<file path="src/hdl/morse_key_decoder_assert.svh">
// ----------------------------------------------------------------------------
// Morse key decoder assertion macros
// Concurrent assertion helpers that drop out of synthesis builds.
// ----------------------------------------------------------------------------
`ifndef MORSE_KEY_DECODER_ASSERT_SVH
`define MORSE_KEY_DECODER_ASSERT_SVH

`ifndef SYNTHESIS
// The antecedent implies the consequent in the same cycle.
`define MKD_ASSERT_IMPLIES(label, clk, rst, ante, cons) \
   label: assert property (@(posedge clk) disable iff (rst) (ante) |-> (cons)) \
      else $error("assertion failed");
// The antecedent implies the consequent in the next cycle.
`define MKD_ASSERT_NEXT(label, clk, rst, ante, cons) \
   label: assert property (@(posedge clk) disable iff (rst) (ante) |=> (cons)) \
      else $error("assertion failed");
`else
`define MKD_ASSERT_IMPLIES(label, clk, rst, ante, cons)
`define MKD_ASSERT_NEXT(label, clk, rst, ante, cons)
`endif

`endif

</file>
<file path="src/hdl/mkd_pkg.sv">
// ----------------------------------------------------------------------------
// Morse key decoder package
// Shared constants, types and the letter lookup for the Morse key decoder.
// ----------------------------------------------------------------------------
package mkd_pkg;

   // Pattern and timer sizes.
   localparam int MAX_SYMBOLS = 9;
   localparam int TIMER_BITS  = 16;
   localparam int COUNT_BITS  = $clog2(MAX_SYMBOLS + 1);
   localparam logic [TIMER_BITS-1:0] TIMER_MAX = '1;

   // Configuration register layout. The timer compares assume 16-bit thresholds.
   localparam int CSR_INDEX_BITS = 2;
   localparam int CSR_DATA_BITS  = 16;
   localparam logic [CSR_INDEX_BITS-1:0] CSR_DASH_THRESHOLD = 2'd0;
   localparam logic [CSR_INDEX_BITS-1:0] CSR_LETTER_GAP     = 2'd1;
   localparam logic [CSR_INDEX_BITS-1:0] CSR_DEBOUNCE_TICKS = 2'd2;

   localparam logic [15:0] RESET_DASH_THRESHOLD = 16'd400;
   localparam logic [15:0] RESET_LETTER_GAP     = 16'd1200;
   localparam logic [7:0]  RESET_DEBOUNCE_TICKS = 8'd20;

   // Character codes.
   localparam logic [6:0] CHAR_A       = 7'h41;
   localparam logic [6:0] CHAR_UNKNOWN = 7'h3F;
   localparam int         LETTER_COUNT = 26;

   // Letter table: symbol count and pattern (dash = 1, newest symbol in bit 0).
   localparam logic [2:0] LETTER_LEN [LETTER_COUNT] = '{
      3'd2, 3'd4, 3'd4, 3'd3, 3'd1, 3'd4, 3'd3, 3'd4, 3'd2,
      3'd4, 3'd3, 3'd4, 3'd2, 3'd2, 3'd3, 3'd4, 3'd4, 3'd3,
      3'd3, 3'd1, 3'd3, 3'd4, 3'd3, 3'd4, 3'd4, 3'd4
   };
   localparam logic [3:0] LETTER_BITS [LETTER_COUNT] = '{
      4'd1, 4'd8, 4'd10, 4'd4, 4'd0, 4'd2, 4'd6, 4'd0, 4'd0,
      4'd7, 4'd5, 4'd4,  4'd3, 4'd2, 4'd7, 4'd6, 4'd13, 4'd2,
      4'd0, 4'd1, 4'd1,  4'd1, 4'd3, 4'd9, 4'd11, 4'd12
   };

   typedef enum logic [1:0] {
      EVENT_NONE   = 2'd0,
      EVENT_DOT    = 2'd1,
      EVENT_DASH   = 2'd2,
      EVENT_LETTER = 2'd3
   } event_kind_type;

   typedef struct packed {
      logic [15:0] dash_threshold;
      logic [15:0] letter_gap;
      logic [7:0]  debounce_ticks;
   } mkd_cfg_type;

   typedef struct packed {
      event_kind_type event_kind;
      logic [6:0]     letter_code;
      logic           lamp_on;
      logic           tone_level;
   } mkd_rsp_type;

   typedef struct packed {
      logic main_valid;
      logic skid_valid;
   } mkd_buf_status_type;

   // Decode a symbol count and pattern to a letter, or to a question mark.
   function automatic logic [6:0] lookup_letter(input logic [COUNT_BITS-1:0]  count,
                                                input logic [MAX_SYMBOLS-1:0] pattern);
      logic [6:0] code;
      code = CHAR_UNKNOWN;
      for (int i = LETTER_COUNT - 1; i >= 0; i--) begin
         if (count == COUNT_BITS'(LETTER_LEN[i]) &&
             pattern == MAX_SYMBOLS'(LETTER_BITS[i])) begin
            code = CHAR_A + 7'(i);
         end
      end
      return code;
   endfunction

endpackage

</file>
<file path="src/hdl/mkd_req_if.sv">
// ----------------------------------------------------------------------------
// Morse key decoder request channel
// Valid/ready channel that carries one key sample per tick.
// ----------------------------------------------------------------------------
interface mkd_req_if;
   logic valid;
   logic ready;
   logic key_level;

   modport source (output valid, output key_level, input ready);
   modport sink   (input valid, input key_level, output ready);
endinterface

</file>
<file path="src/hdl/mkd_rsp_if.sv">
// ----------------------------------------------------------------------------
// Morse key decoder response channel
// Valid/ready channel that carries one decode result per tick.
// ----------------------------------------------------------------------------
interface mkd_rsp_if;
   logic       valid;
   logic       ready;
   logic [1:0] event_kind;
   logic [6:0] letter_code;
   logic       lamp_on;
   logic       tone_level;

   modport source (output valid, output event_kind, output letter_code,
                   output lamp_on, output tone_level, input ready);
   modport sink   (input valid, input event_kind, input letter_code,
                   input lamp_on, input tone_level, output ready);
endinterface

</file>
<file path="src/hdl/mkd_csr.sv">
// ----------------------------------------------------------------------------
// Morse key decoder configuration registers
// Holds dash threshold, letter gap and debounce length, written by index.
// ----------------------------------------------------------------------------
module mkd_csr
   import mkd_pkg::*;
(
   input  logic                      clock,
   input  logic                      reset,
   input  logic                      write_en,
   input  logic [CSR_INDEX_BITS-1:0] index,
   input  logic [CSR_DATA_BITS-1:0]  wdata,
   output mkd_cfg_type               cfg
);

   mkd_cfg_type cfg_ff;
   mkd_cfg_type cfg_in;

   // Register decode; unused indexes leave everything unchanged.
   always_comb begin
      cfg_in = cfg_ff;
      if (write_en) begin
         unique case (index)
            CSR_DASH_THRESHOLD: cfg_in.dash_threshold = wdata;
            CSR_LETTER_GAP:     cfg_in.letter_gap     = wdata;
            CSR_DEBOUNCE_TICKS: cfg_in.debounce_ticks = wdata[7:0];
            default:            cfg_in = cfg_ff;
         endcase
      end
   end

   always_ff @(posedge clock) begin
      if (reset) begin
         cfg_ff.dash_threshold <= RESET_DASH_THRESHOLD;
         cfg_ff.letter_gap     <= RESET_LETTER_GAP;
         cfg_ff.debounce_ticks <= RESET_DEBOUNCE_TICKS;
      end else begin
         cfg_ff <= cfg_in;
      end
   end

   assign cfg = cfg_ff;

endmodule

</file>
<file path="src/hdl/mkd_core.sv">
// ----------------------------------------------------------------------------
// Morse key decoder core
// Debounce, hold timing, symbol collection and letter decode for one tick.
// ----------------------------------------------------------------------------
module mkd_core
   import mkd_pkg::*;
(
   input  logic        clock,
   input  logic        reset,
   input  mkd_cfg_type cfg,
   input  logic        take,
   input  logic        key_level,
   output mkd_rsp_type result
);

   logic                   stable_ff,  stable_in;
   logic [7:0]             wait_ff,    wait_in;
   logic                   tone_ff,    tone_in;
   logic [TIMER_BITS-1:0]  hold_ff,    hold_in;
   logic [TIMER_BITS-1:0]  idle_ff,    idle_in;
   logic [COUNT_BITS-1:0]  count_ff,   count_in;
   logic [MAX_SYMBOLS-1:0] pattern_ff, pattern_in;
   logic                   pin_ff,     pin_in;

   logic           recheck;
   logic           waiting;
   logic           is_dash;
   event_kind_type kind;
   logic [6:0]     code;

   // Next state and result for the tick being transferred.
   always_comb begin
      stable_in  = stable_ff;
      wait_in    = wait_ff;
      tone_in    = tone_ff;
      hold_in    = hold_ff;
      idle_in    = idle_ff;
      count_in   = count_ff;
      pattern_in = pattern_ff;
      pin_in     = pin_ff;
      recheck    = 1'b0;
      waiting    = 1'b0;
      is_dash    = 1'b0;
      kind       = EVENT_NONE;
      code       = '0;

      // Saturating timers.
      if (tone_ff && hold_ff != TIMER_MAX) begin
         hold_in = hold_ff + 1'b1;
      end
      if (count_ff != '0 && idle_ff != TIMER_MAX) begin
         idle_in = idle_ff + 1'b1;
      end

      // Debounce: a level change starts a wait, the last wait tick re-samples.
      if (wait_ff != '0) begin
         wait_in = wait_ff - 1'b1;
         if (wait_in == '0) begin
            recheck = 1'b1;
         end else begin
            waiting = 1'b1;
         end
      end else if (key_level != stable_ff) begin
         if (cfg.debounce_ticks == '0) begin
            recheck = 1'b1;
         end else begin
            wait_in = cfg.debounce_ticks;
            waiting = 1'b1;
         end
      end

      // Confirmed press or release.
      if (recheck) begin
         if (!key_level && stable_ff && !tone_ff) begin
            tone_in = 1'b1;
            hold_in = '0;
         end else if (key_level && !stable_ff && tone_ff) begin
            is_dash = (hold_in >= cfg.dash_threshold);
            tone_in = 1'b0;
            kind    = is_dash ? EVENT_DASH : EVENT_DOT;
            if (count_ff < COUNT_BITS'(MAX_SYMBOLS)) begin
               pattern_in = {pattern_ff[MAX_SYMBOLS-2:0], is_dash};
               count_in   = count_ff + 1'b1;
            end
            idle_in = '0;
         end
         stable_in = key_level;
      end

      // Buzzer toggle and letter decode happen only on processed ticks.
      if (!waiting) begin
         if (tone_in) begin
            pin_in = ~pin_ff;
         end
         if (kind == EVENT_NONE && count_in != '0 && idle_in > cfg.letter_gap) begin
            kind       = EVENT_LETTER;
            code       = lookup_letter(count_in, pattern_in);
            count_in   = '0;
            pattern_in = '0;
            idle_in    = '0;
         end
      end

      result.event_kind  = kind;
      result.letter_code = code;
      result.lamp_on     = tone_in;
      result.tone_level  = pin_in;
   end

   // State advances only when a tick is transferred.
   always_ff @(posedge clock) begin
      if (reset) begin
         stable_ff  <= 1'b1;
         wait_ff    <= '0;
         tone_ff    <= 1'b0;
         hold_ff    <= '0;
         idle_ff    <= '0;
         count_ff   <= '0;
         pattern_ff <= '0;
         pin_ff     <= 1'b0;
      end else if (take) begin
         stable_ff  <= stable_in;
         wait_ff    <= wait_in;
         tone_ff    <= tone_in;
         hold_ff    <= hold_in;
         idle_ff    <= idle_in;
         count_ff   <= count_in;
         pattern_ff <= pattern_in;
         pin_ff     <= pin_in;
      end
   end

endmodule

</file>
<file path="src/hdl/mkd_rsp_buffer.sv">
// ----------------------------------------------------------------------------
// Morse key decoder response buffer
// Output register plus skid stage; input is blocked only when both are full.
// ----------------------------------------------------------------------------
module mkd_rsp_buffer
   import mkd_pkg::*;
(
   input  logic               clock,
   input  logic               reset,
   input  logic               in_valid,
   output logic               in_ready,
   input  mkd_rsp_type        in_data,
   output logic               out_valid,
   input  logic               out_ready,
   output mkd_rsp_type        out_data,
   output mkd_buf_status_type status
);

   logic        main_valid_ff, main_valid_in;
   logic        skid_valid_ff, skid_valid_in;
   mkd_rsp_type main_ff;
   mkd_rsp_type skid_ff;
   logic        push;
   logic        pop;
   logic        main_free;

   assign in_ready  = !skid_valid_ff;
   assign push      = in_valid && in_ready;
   assign pop       = main_valid_ff && out_ready;
   assign main_free = !main_valid_ff || pop;

   // Occupancy: the skid stage fills only when the output register stays full.
   always_comb begin
      main_valid_in = main_free ? (skid_valid_ff || push) : 1'b1;
      skid_valid_in = skid_valid_ff;
      if (push && !main_free) begin
         skid_valid_in = 1'b1;
      end else if (pop) begin
         skid_valid_in = 1'b0;
      end
   end

   always_ff @(posedge clock) begin
      if (reset) begin
         main_valid_ff <= 1'b0;
         skid_valid_ff <= 1'b0;
      end else begin
         main_valid_ff <= main_valid_in;
         skid_valid_ff <= skid_valid_in;
      end
   end

   // Payload moves: skid entry is older, so it refills the output first.
   always_ff @(posedge clock) begin
      if (main_free) begin
         if (skid_valid_ff) begin
            main_ff <= skid_ff;
         end else if (push) begin
            main_ff <= in_data;
         end
      end
      if (push && !main_free) begin
         skid_ff <= in_data;
      end
   end

   assign out_valid         = main_valid_ff;
   assign out_data          = main_ff;
   assign status.main_valid = main_valid_ff;
   assign status.skid_valid = skid_valid_ff;

endmodule

</file>
<file path="src/hdl/morse_key_decoder.sv">
// ----------------------------------------------------------------------------
// Morse key decoder
// Single-key Morse decoder with debounce, dot/dash timing and letter output.
// ----------------------------------------------------------------------------
// Usage: each transfer on req_bus is one timer tick carrying key_level
// (0 pressed, 1 released). Every transfer yields exactly one transfer on
// rsp_bus with event_kind (none, dot, dash or letter), letter_code (A to Z or
// a question mark on a letter event, else 0), lamp_on and tone_level.
// The csr_ port writes dash_threshold, letter_gap and debounce_ticks by index;
// index 3 is ignored. The user must write them only while the block is idle;
// the block itself does not enforce it. The result on rsp_bus is registered.
// Throughput: one tick per cycle while req_bus.ready is high, set by the single
// pass through the core logic into the output register.
// A stalled receiver is absorbed by a two-entry output buffer (output register
// plus skid stage); req_bus.ready drops only when both entries are full.
// Reset is synchronous and active high: registers return to their reset
// values, the key is taken as released and the buffer empties.
// ----------------------------------------------------------------------------
`include "morse_key_decoder_assert.svh"

module morse_key_decoder
   import mkd_pkg::*;
(
   input  logic                      clock,
   input  logic                      reset,
   mkd_req_if.sink                   req_bus,
   mkd_rsp_if.source                 rsp_bus,
   input  logic                      csr_write_en,
   input  logic [CSR_INDEX_BITS-1:0] csr_index,
   input  logic [CSR_DATA_BITS-1:0]  csr_wdata
);

   mkd_cfg_type        cfg;
   mkd_rsp_type        core_result;
   mkd_rsp_type        rsp_data;
   mkd_buf_status_type buf_status;
   logic               req_ready;
   logic               req_take;

   // Configuration registers.
   mkd_csr u_csr (
      .clock    (clock),
      .reset    (reset),
      .write_en (csr_write_en),
      .index    (csr_index),
      .wdata    (csr_wdata),
      .cfg      (cfg)
   );

   // A tick advances the core whenever the buffer takes its result.
   assign req_bus.ready = req_ready;
   assign req_take      = req_bus.valid && req_ready;

   mkd_core u_core (
      .clock     (clock),
      .reset     (reset),
      .cfg       (cfg),
      .take      (req_take),
      .key_level (req_bus.key_level),
      .result    (core_result)
   );

   // Output register and skid stage.
   mkd_rsp_buffer u_rsp_buffer (
      .clock     (clock),
      .reset     (reset),
      .in_valid  (req_bus.valid),
      .in_ready  (req_ready),
      .in_data   (core_result),
      .out_valid (rsp_bus.valid),
      .out_ready (rsp_bus.ready),
      .out_data  (rsp_data),
      .status    (buf_status)
   );

   assign rsp_bus.event_kind  = rsp_data.event_kind;
   assign rsp_bus.letter_code = rsp_data.letter_code;
   assign rsp_bus.lamp_on     = rsp_data.lamp_on;
   assign rsp_bus.tone_level  = rsp_data.tone_level;

   // Checks on buffer ordering and result consistency.
   `MKD_ASSERT_IMPLIES(a_skid_needs_main, clock, reset, buf_status.skid_valid, buf_status.main_valid)
   `MKD_ASSERT_NEXT(a_req_gives_rsp, clock, reset, req_take, rsp_bus.valid)
   `MKD_ASSERT_IMPLIES(a_letter_has_code, clock, reset, rsp_bus.valid && rsp_bus.event_kind == EVENT_LETTER, rsp_bus.letter_code != 7'd0)
   `MKD_ASSERT_IMPLIES(a_symbol_no_code, clock, reset, rsp_bus.valid && rsp_bus.event_kind != EVENT_LETTER, rsp_bus.letter_code == 7'd0)

endmodule
</file>
<file path="src/flat_wrapper.sv">
// flat-port wrapper written by rule: the top's interface ports become plain ports
module morse_key_decoder_flat import mkd_pkg::*;
  (clock, reset, csr_write_en, csr_index, csr_wdata, req_bus_valid, req_bus_key_level, req_bus_ready, rsp_bus_valid, rsp_bus_event_kind, rsp_bus_letter_code, rsp_bus_lamp_on, rsp_bus_tone_level, rsp_bus_ready);
  mkd_req_if req_bus_i ();
  mkd_rsp_if rsp_bus_i ();
  input  logic clock;
  input  logic reset;
  input  logic csr_write_en;
  input  logic [CSR_INDEX_BITS-1:0] csr_index;
  input  logic [CSR_DATA_BITS-1:0] csr_wdata;
  input wire logic [$bits(req_bus_i.valid)-1:0] req_bus_valid;
  input wire logic [$bits(req_bus_i.key_level)-1:0] req_bus_key_level;
  output wire logic [$bits(req_bus_i.ready)-1:0] req_bus_ready;
  output wire logic [$bits(rsp_bus_i.valid)-1:0] rsp_bus_valid;
  output wire logic [$bits(rsp_bus_i.event_kind)-1:0] rsp_bus_event_kind;
  output wire logic [$bits(rsp_bus_i.letter_code)-1:0] rsp_bus_letter_code;
  output wire logic [$bits(rsp_bus_i.lamp_on)-1:0] rsp_bus_lamp_on;
  output wire logic [$bits(rsp_bus_i.tone_level)-1:0] rsp_bus_tone_level;
  input wire logic [$bits(rsp_bus_i.ready)-1:0] rsp_bus_ready;
  assign req_bus_i.valid = req_bus_valid;
  assign req_bus_i.key_level = req_bus_key_level;
  assign req_bus_ready = req_bus_i.ready;
  assign rsp_bus_valid = rsp_bus_i.valid;
  assign rsp_bus_event_kind = rsp_bus_i.event_kind;
  assign rsp_bus_letter_code = rsp_bus_i.letter_code;
  assign rsp_bus_lamp_on = rsp_bus_i.lamp_on;
  assign rsp_bus_tone_level = rsp_bus_i.tone_level;
  assign rsp_bus_i.ready = rsp_bus_ready;
  morse_key_decoder u_core (.clock(clock), .reset(reset), .req_bus(req_bus_i), .rsp_bus(rsp_bus_i), .csr_write_en(csr_write_en), .csr_index(csr_index), .csr_wdata(csr_wdata));
endmodule
</file>
<file path="config.mk">
export PLATFORM = sky130hd
export DESIGN_NAME = morse_key_decoder_flat
export DESIGN_NICKNAME = d
export VERILOG_FILES = /design/src/hdl/mkd_pkg.sv /design/src/hdl/mkd_req_if.sv /design/src/hdl/mkd_rsp_if.sv /design/src/hdl/mkd_csr.sv /design/src/hdl/mkd_core.sv /design/src/hdl/mkd_rsp_buffer.sv /design/src/hdl/morse_key_decoder.sv /design/src/flat_wrapper.sv
export VERILOG_INCLUDE_DIRS = /design/src /design/src/hdl
export SDC_FILE = /design/constraint.sdc
export NUM_CORES = 1
export LEC_CHECK = 0
export ABC_AREA = 0
export ABC_CLOCK_PERIOD_IN_PS = 10500
export BUFFER_PORTS_ARGS = -buffer_cell sky130_fd_sc_hd__buf_2
export CORE_MARGIN = 2
export CORE_UTILIZATION = 30
export CTS_CLUSTER_SIZE = 8
export DETAILED_ROUTE_END_ITERATION = 10
export PLACE_DENSITY_LB_ADDON = 0.1
export SLEW_MARGIN = 30
export SYNTH_ARGS = -nofsm -noshare
export SYNTH_HDL_FRONTEND = slang
export SYNTH_SLANG_ARGS = --single-unit
</file>
<file path="constraint.sdc">
create_clock -name clock -period 10.5 [get_ports clock]
set_input_delay 1.05 -clock clock [delete_from_list [all_inputs] [get_ports clock]]
set_output_delay 1.05 -clock clock [all_outputs]
set_load 0.02 [all_outputs]
</file>
==> flow_metrics.py <==
metrics = {
    "clock_tree": {
        "cts_tree": "yes",
        "clock_latency_ps": 420,
        "clkSlewWorstSetupHoldPaths_ps": 60,
        "cts_buffer_depth": 2,
        "cts-htree-levels": 4,
        "clockRootBuffer": "clkbuf_16",
        "cts.repair.resized": 0,
        "cts_buffers": 17,
        "cts_sinks": 120,
        "cts_hold_buf": 0,
        "postCtsSetupBuffers": 0,
    },
    "setup_path": {
        "cp_cell_sequence": "buf_2, inv_1, ha_1, nor4_1, nand4_1, o21a_2, nor2_2, a21oi_1, ha_1, a21o_1, a21o_1, a21o_1, a21oi_1, or2_2, a31oi_1, nand2_1, buf_4, or3_1, o41ai_2",
        "crit_buf_inv": 3,
        "crit_required_ps": 10740,
        "crit_family": "simple AND/OR/NAND/NOR gates",
        "crit_path_start_kind": "input port",
        "slowest_stage": "nor2_2",
        "path_common_cell": "a21o_1",
        "cp.arrival_ps": 5880,
        "critPathMaxFanout": 17,
        "crit_type": "in2reg",
        "critical-path-max-stage-delay_ps": 640,
        "r2r_setup_slack_ps": 4860,
        "endpoint_kind": "flip-flop",
    },
    "detailed_routing": {
        "drt_pass1_iterations": 5,
        "wl_per_cell_um": 17.5,
        "totalWireLength_um": 22000,
        "drt_first_iter_violations": 475,
        "vias_per_cell": 5.26,
        "final_antenna_net_count": 0,
        "num_vias": 6623,
        "drcViolationCount": 0,
    },
    "synth": {
        "synth_seq_cells": 120,
        "ys_types": 76,
        "async_flop_share": 0,
        "yosys-top-cells-count": "nand2_1 (123), dfxtp_1 (98), a21oi_1 (95), nor2_1 (89), inv_1 (51)",
        "yosys_warnings": 0,
        "yosys.area.top_type": "dfxtp_1",
        "synthFlopType": "dfxtp_1",
        "synth_edf_count": 22,
        "yosysMostFrequentCell": "nand2_1",
        "synth_area_leaders": "dfxtp_1 (27%), edfxtp_1 (9.1%), ha_1 (6.9%)",
        "netlist_instances": 914,
        "synth_nets": 978,
        "seq_area_frac_synth": 0.361,
        "synth_top_area_frac": 0.270,
        "synth_area_per_cell_um2": 7.94,
        "syn_area_um2": 7260,
    },
    "sta": {
        "max_freq_mhz": 177,
        "fin_crit_sh": 0.537,
        "slew_violations": 0,
        "slew_headroom": 0.367,
        "clock_skew_ps": 11.8,
        "hold_violations": 0,
        "setup_ws_ps": 4860,
        "max_slew.worst_pin.slew_ps": 950,
        "fin_crit_ps": 5640,
        "setup_viol": 0,
        "rsz0062_at_grt": "false",
        "tns_ps": 0,
    },
    "place": {
        "place_area_um2": 7710,
        "dp_slack_ps": 4460,
        "io_buffers": 36,
        "place_congestion": 0.849,
        "hpwl_um": 15800,
    },
    "die": {
        "initial_core_util": 0.307,
        "core_area_um2": 23600,
        "ios": 37,
        "die_y_um": 160,
        "die_w_um": 160,
        "rows": 56,
        "die_area_um2": 25400,
    },
    "grt": {
        "grt_overflow": 0,
        "grt_use_total": 0.175,
        "grt_pass1_vias": 6288,
        "use_met3": 0.0287,
        "grt_max_degree": 81,
        "grt_pass1_wl_um": 35700,
        "grt_util_met1": 0.243,
        "top_usage_layer": "met2",
        "grt_antenna_before_repair": 0,
        "met2_usage": 0.283,
    },
    "cells_and_area": {
        "syn2layout_area_growth_pct": 14.3,
        "drive_above_1_share": 0.108,
        "fin_area_um2": 8300,
        "n_antenna_cell": 0,
        "final_util": 0.351,
        "fin_nets": 991,
        "nFillCells": 2490,
    },
    "pwr": {
        "seq_power_share": 0.388,
        "pwr_density_cell_nw_per_um2": 164,
        "clock_power_share": 0.429,
        "p_sw_uw": 431,
        "intPower_uw": 932,
        "swShare": 0.316,
        "totalPowerFinal_uw": 1360,
        "ir_drop_mv": 0.0941,
        "leakagePower_uw": 0.00311,
        "pwr-share-comb": 0.183,
    },
    "worst_hold_path": {
        "worstHoldPathType": "reg2reg",
    },
    "flow_run": {
        "maxCapViolations": 0,
    },
    "run_status": {
        "status": "complete, no violations",
    },
}
-- kinds of logic (layout without fill, tap and decap cells) --
logic type      count (synthesis)  count (layout)  share of synthesized area
xor+xnor                       24              24                     0.0290
compound gates                249             249                      0.224
flops                         120             120                      0.361
fa+ha+maj                      40              40                     0.0690
simple gates                  366             366                      0.241
mux                            15              15                     0.0216
buf+inv                       100             125                     0.0540
-- flip-flops by register name (all words and copies together) (netlist names) --
register,count
u_core.u_rsp_buffer.skid_valid_ff,1
u_core.u_core.count_ff,4
u_core.u_rsp_buffer.skid_ff,11
u_core.u_core.wait_ff,8
u_core.u_core.tone_ff,1
u_core.u_rsp_buffer.out_data,11
u_core.u_core.pattern_ff,9
u_core.u_core.pin_ff,1
u_core.u_core.stable_ff,1
u_core.u_csr.cfg,40
u_core.u_rsp_buffer.out_valid,1
u_core.u_core.hold_ff,16
u_core.u_core.idle_ff,16
-- tightest hold or removal path, stage by stage, from the launching register on --
cell	delay, ps
dfxtp_1	310
nand2_1	50
a21oi_1	50
-- cell type report --
| class | instances | area, um^2 | share of cell area |
|---|---|---|---|
| Timing Repair Buffer | 41 | 220 | 0.0265 |
| Tap cell | 319 | 399 | 0.0481 |
| Sequential cell | 120 | 2620 | 0.316 |
| Clock buffer | 19 | 464 | 0.0560 |
| Inverter | 53 | 199 | 0.0240 |
| Clock inverter | 12 | 116 | 0.0140 |
| Multi-Input combinational cell | 694 | 4270 | 0.515 |
-- path summary, 6_finish.rpt --
path / from / endpoint / cells after the start
worst min register to register: u_core.u_csr.cfg[25]$_SDFFE_PP0P_ / u_core.u_csr.cfg[25]$_SDFFE_PP0P_ / 2
worst min-delay path: u_core.u_csr.cfg[25]$_SDFFE_PP0P_ / u_core.u_csr.cfg[25]$_SDFFE_PP0P_ / 2
worst max-delay path: req_bus_key_level / u_core.u_rsp_buffer.out_data[5]$_DFFE_PP_ / 19
worst max register to register: u_core.u_core.count_ff[0]$_SDFFE_PP0P_ / u_core.u_rsp_buffer.out_data[5]$_DFFE_PP_ / 18
-- layout by cell type (no fill, tap or decap), types with 10 or more instances in the layout --
| master | instances |
|---|---|
| buf_2 | 35 |
| dfxtp_1 | 98 |
| a21oi_1 | 95 |
| ha_1 | 40 |
| nand2_1 | 122 |
| a211o_1 | 12 |
| o21ai_0 | 42 |
| nor2_1 | 87 |
| nand4_1 | 17 |
| a22oi_1 | 19 |
| nand3_1 | 50 |
| or3_1 | 10 |
| nor3_1 | 19 |
| edfxtp_1 | 22 |
| nor4_1 | 10 |
| clkbuf_16 | 18 |
| inv_1 | 51 |
| xnor2_1 | 13 |
| xor2_1 | 11 |
| mux2i_1 | 10 |
-- metrics by stage --
step	std cells	hold WS, ps
after floorplan	914	436
after global placement	1227	443
after detailed placement	1227	447
after CTS	1258	456
after global routing	1258	467
final	1258	454
-- power by group through the flow --
stage                     clock network [uW]  registers (uW)  logic [uW]
after CTS                                596             529         253
after detailed placement                   0             539         253
after global routing                     616             532         282
final                                    585             528         250
after floorplan                            0             530         185
after global placement                     0             540         256
-- layer usage --
layer / share of wire / vias to the layer above
li1: - / 3337
met1: 0.50 / 3109
met2: 0.46 / 156
met3: 0.035 / 21
met4: 0.010 / 0
met5: 0 / -
Note: power is estimated with default switching activity, not from simulation.
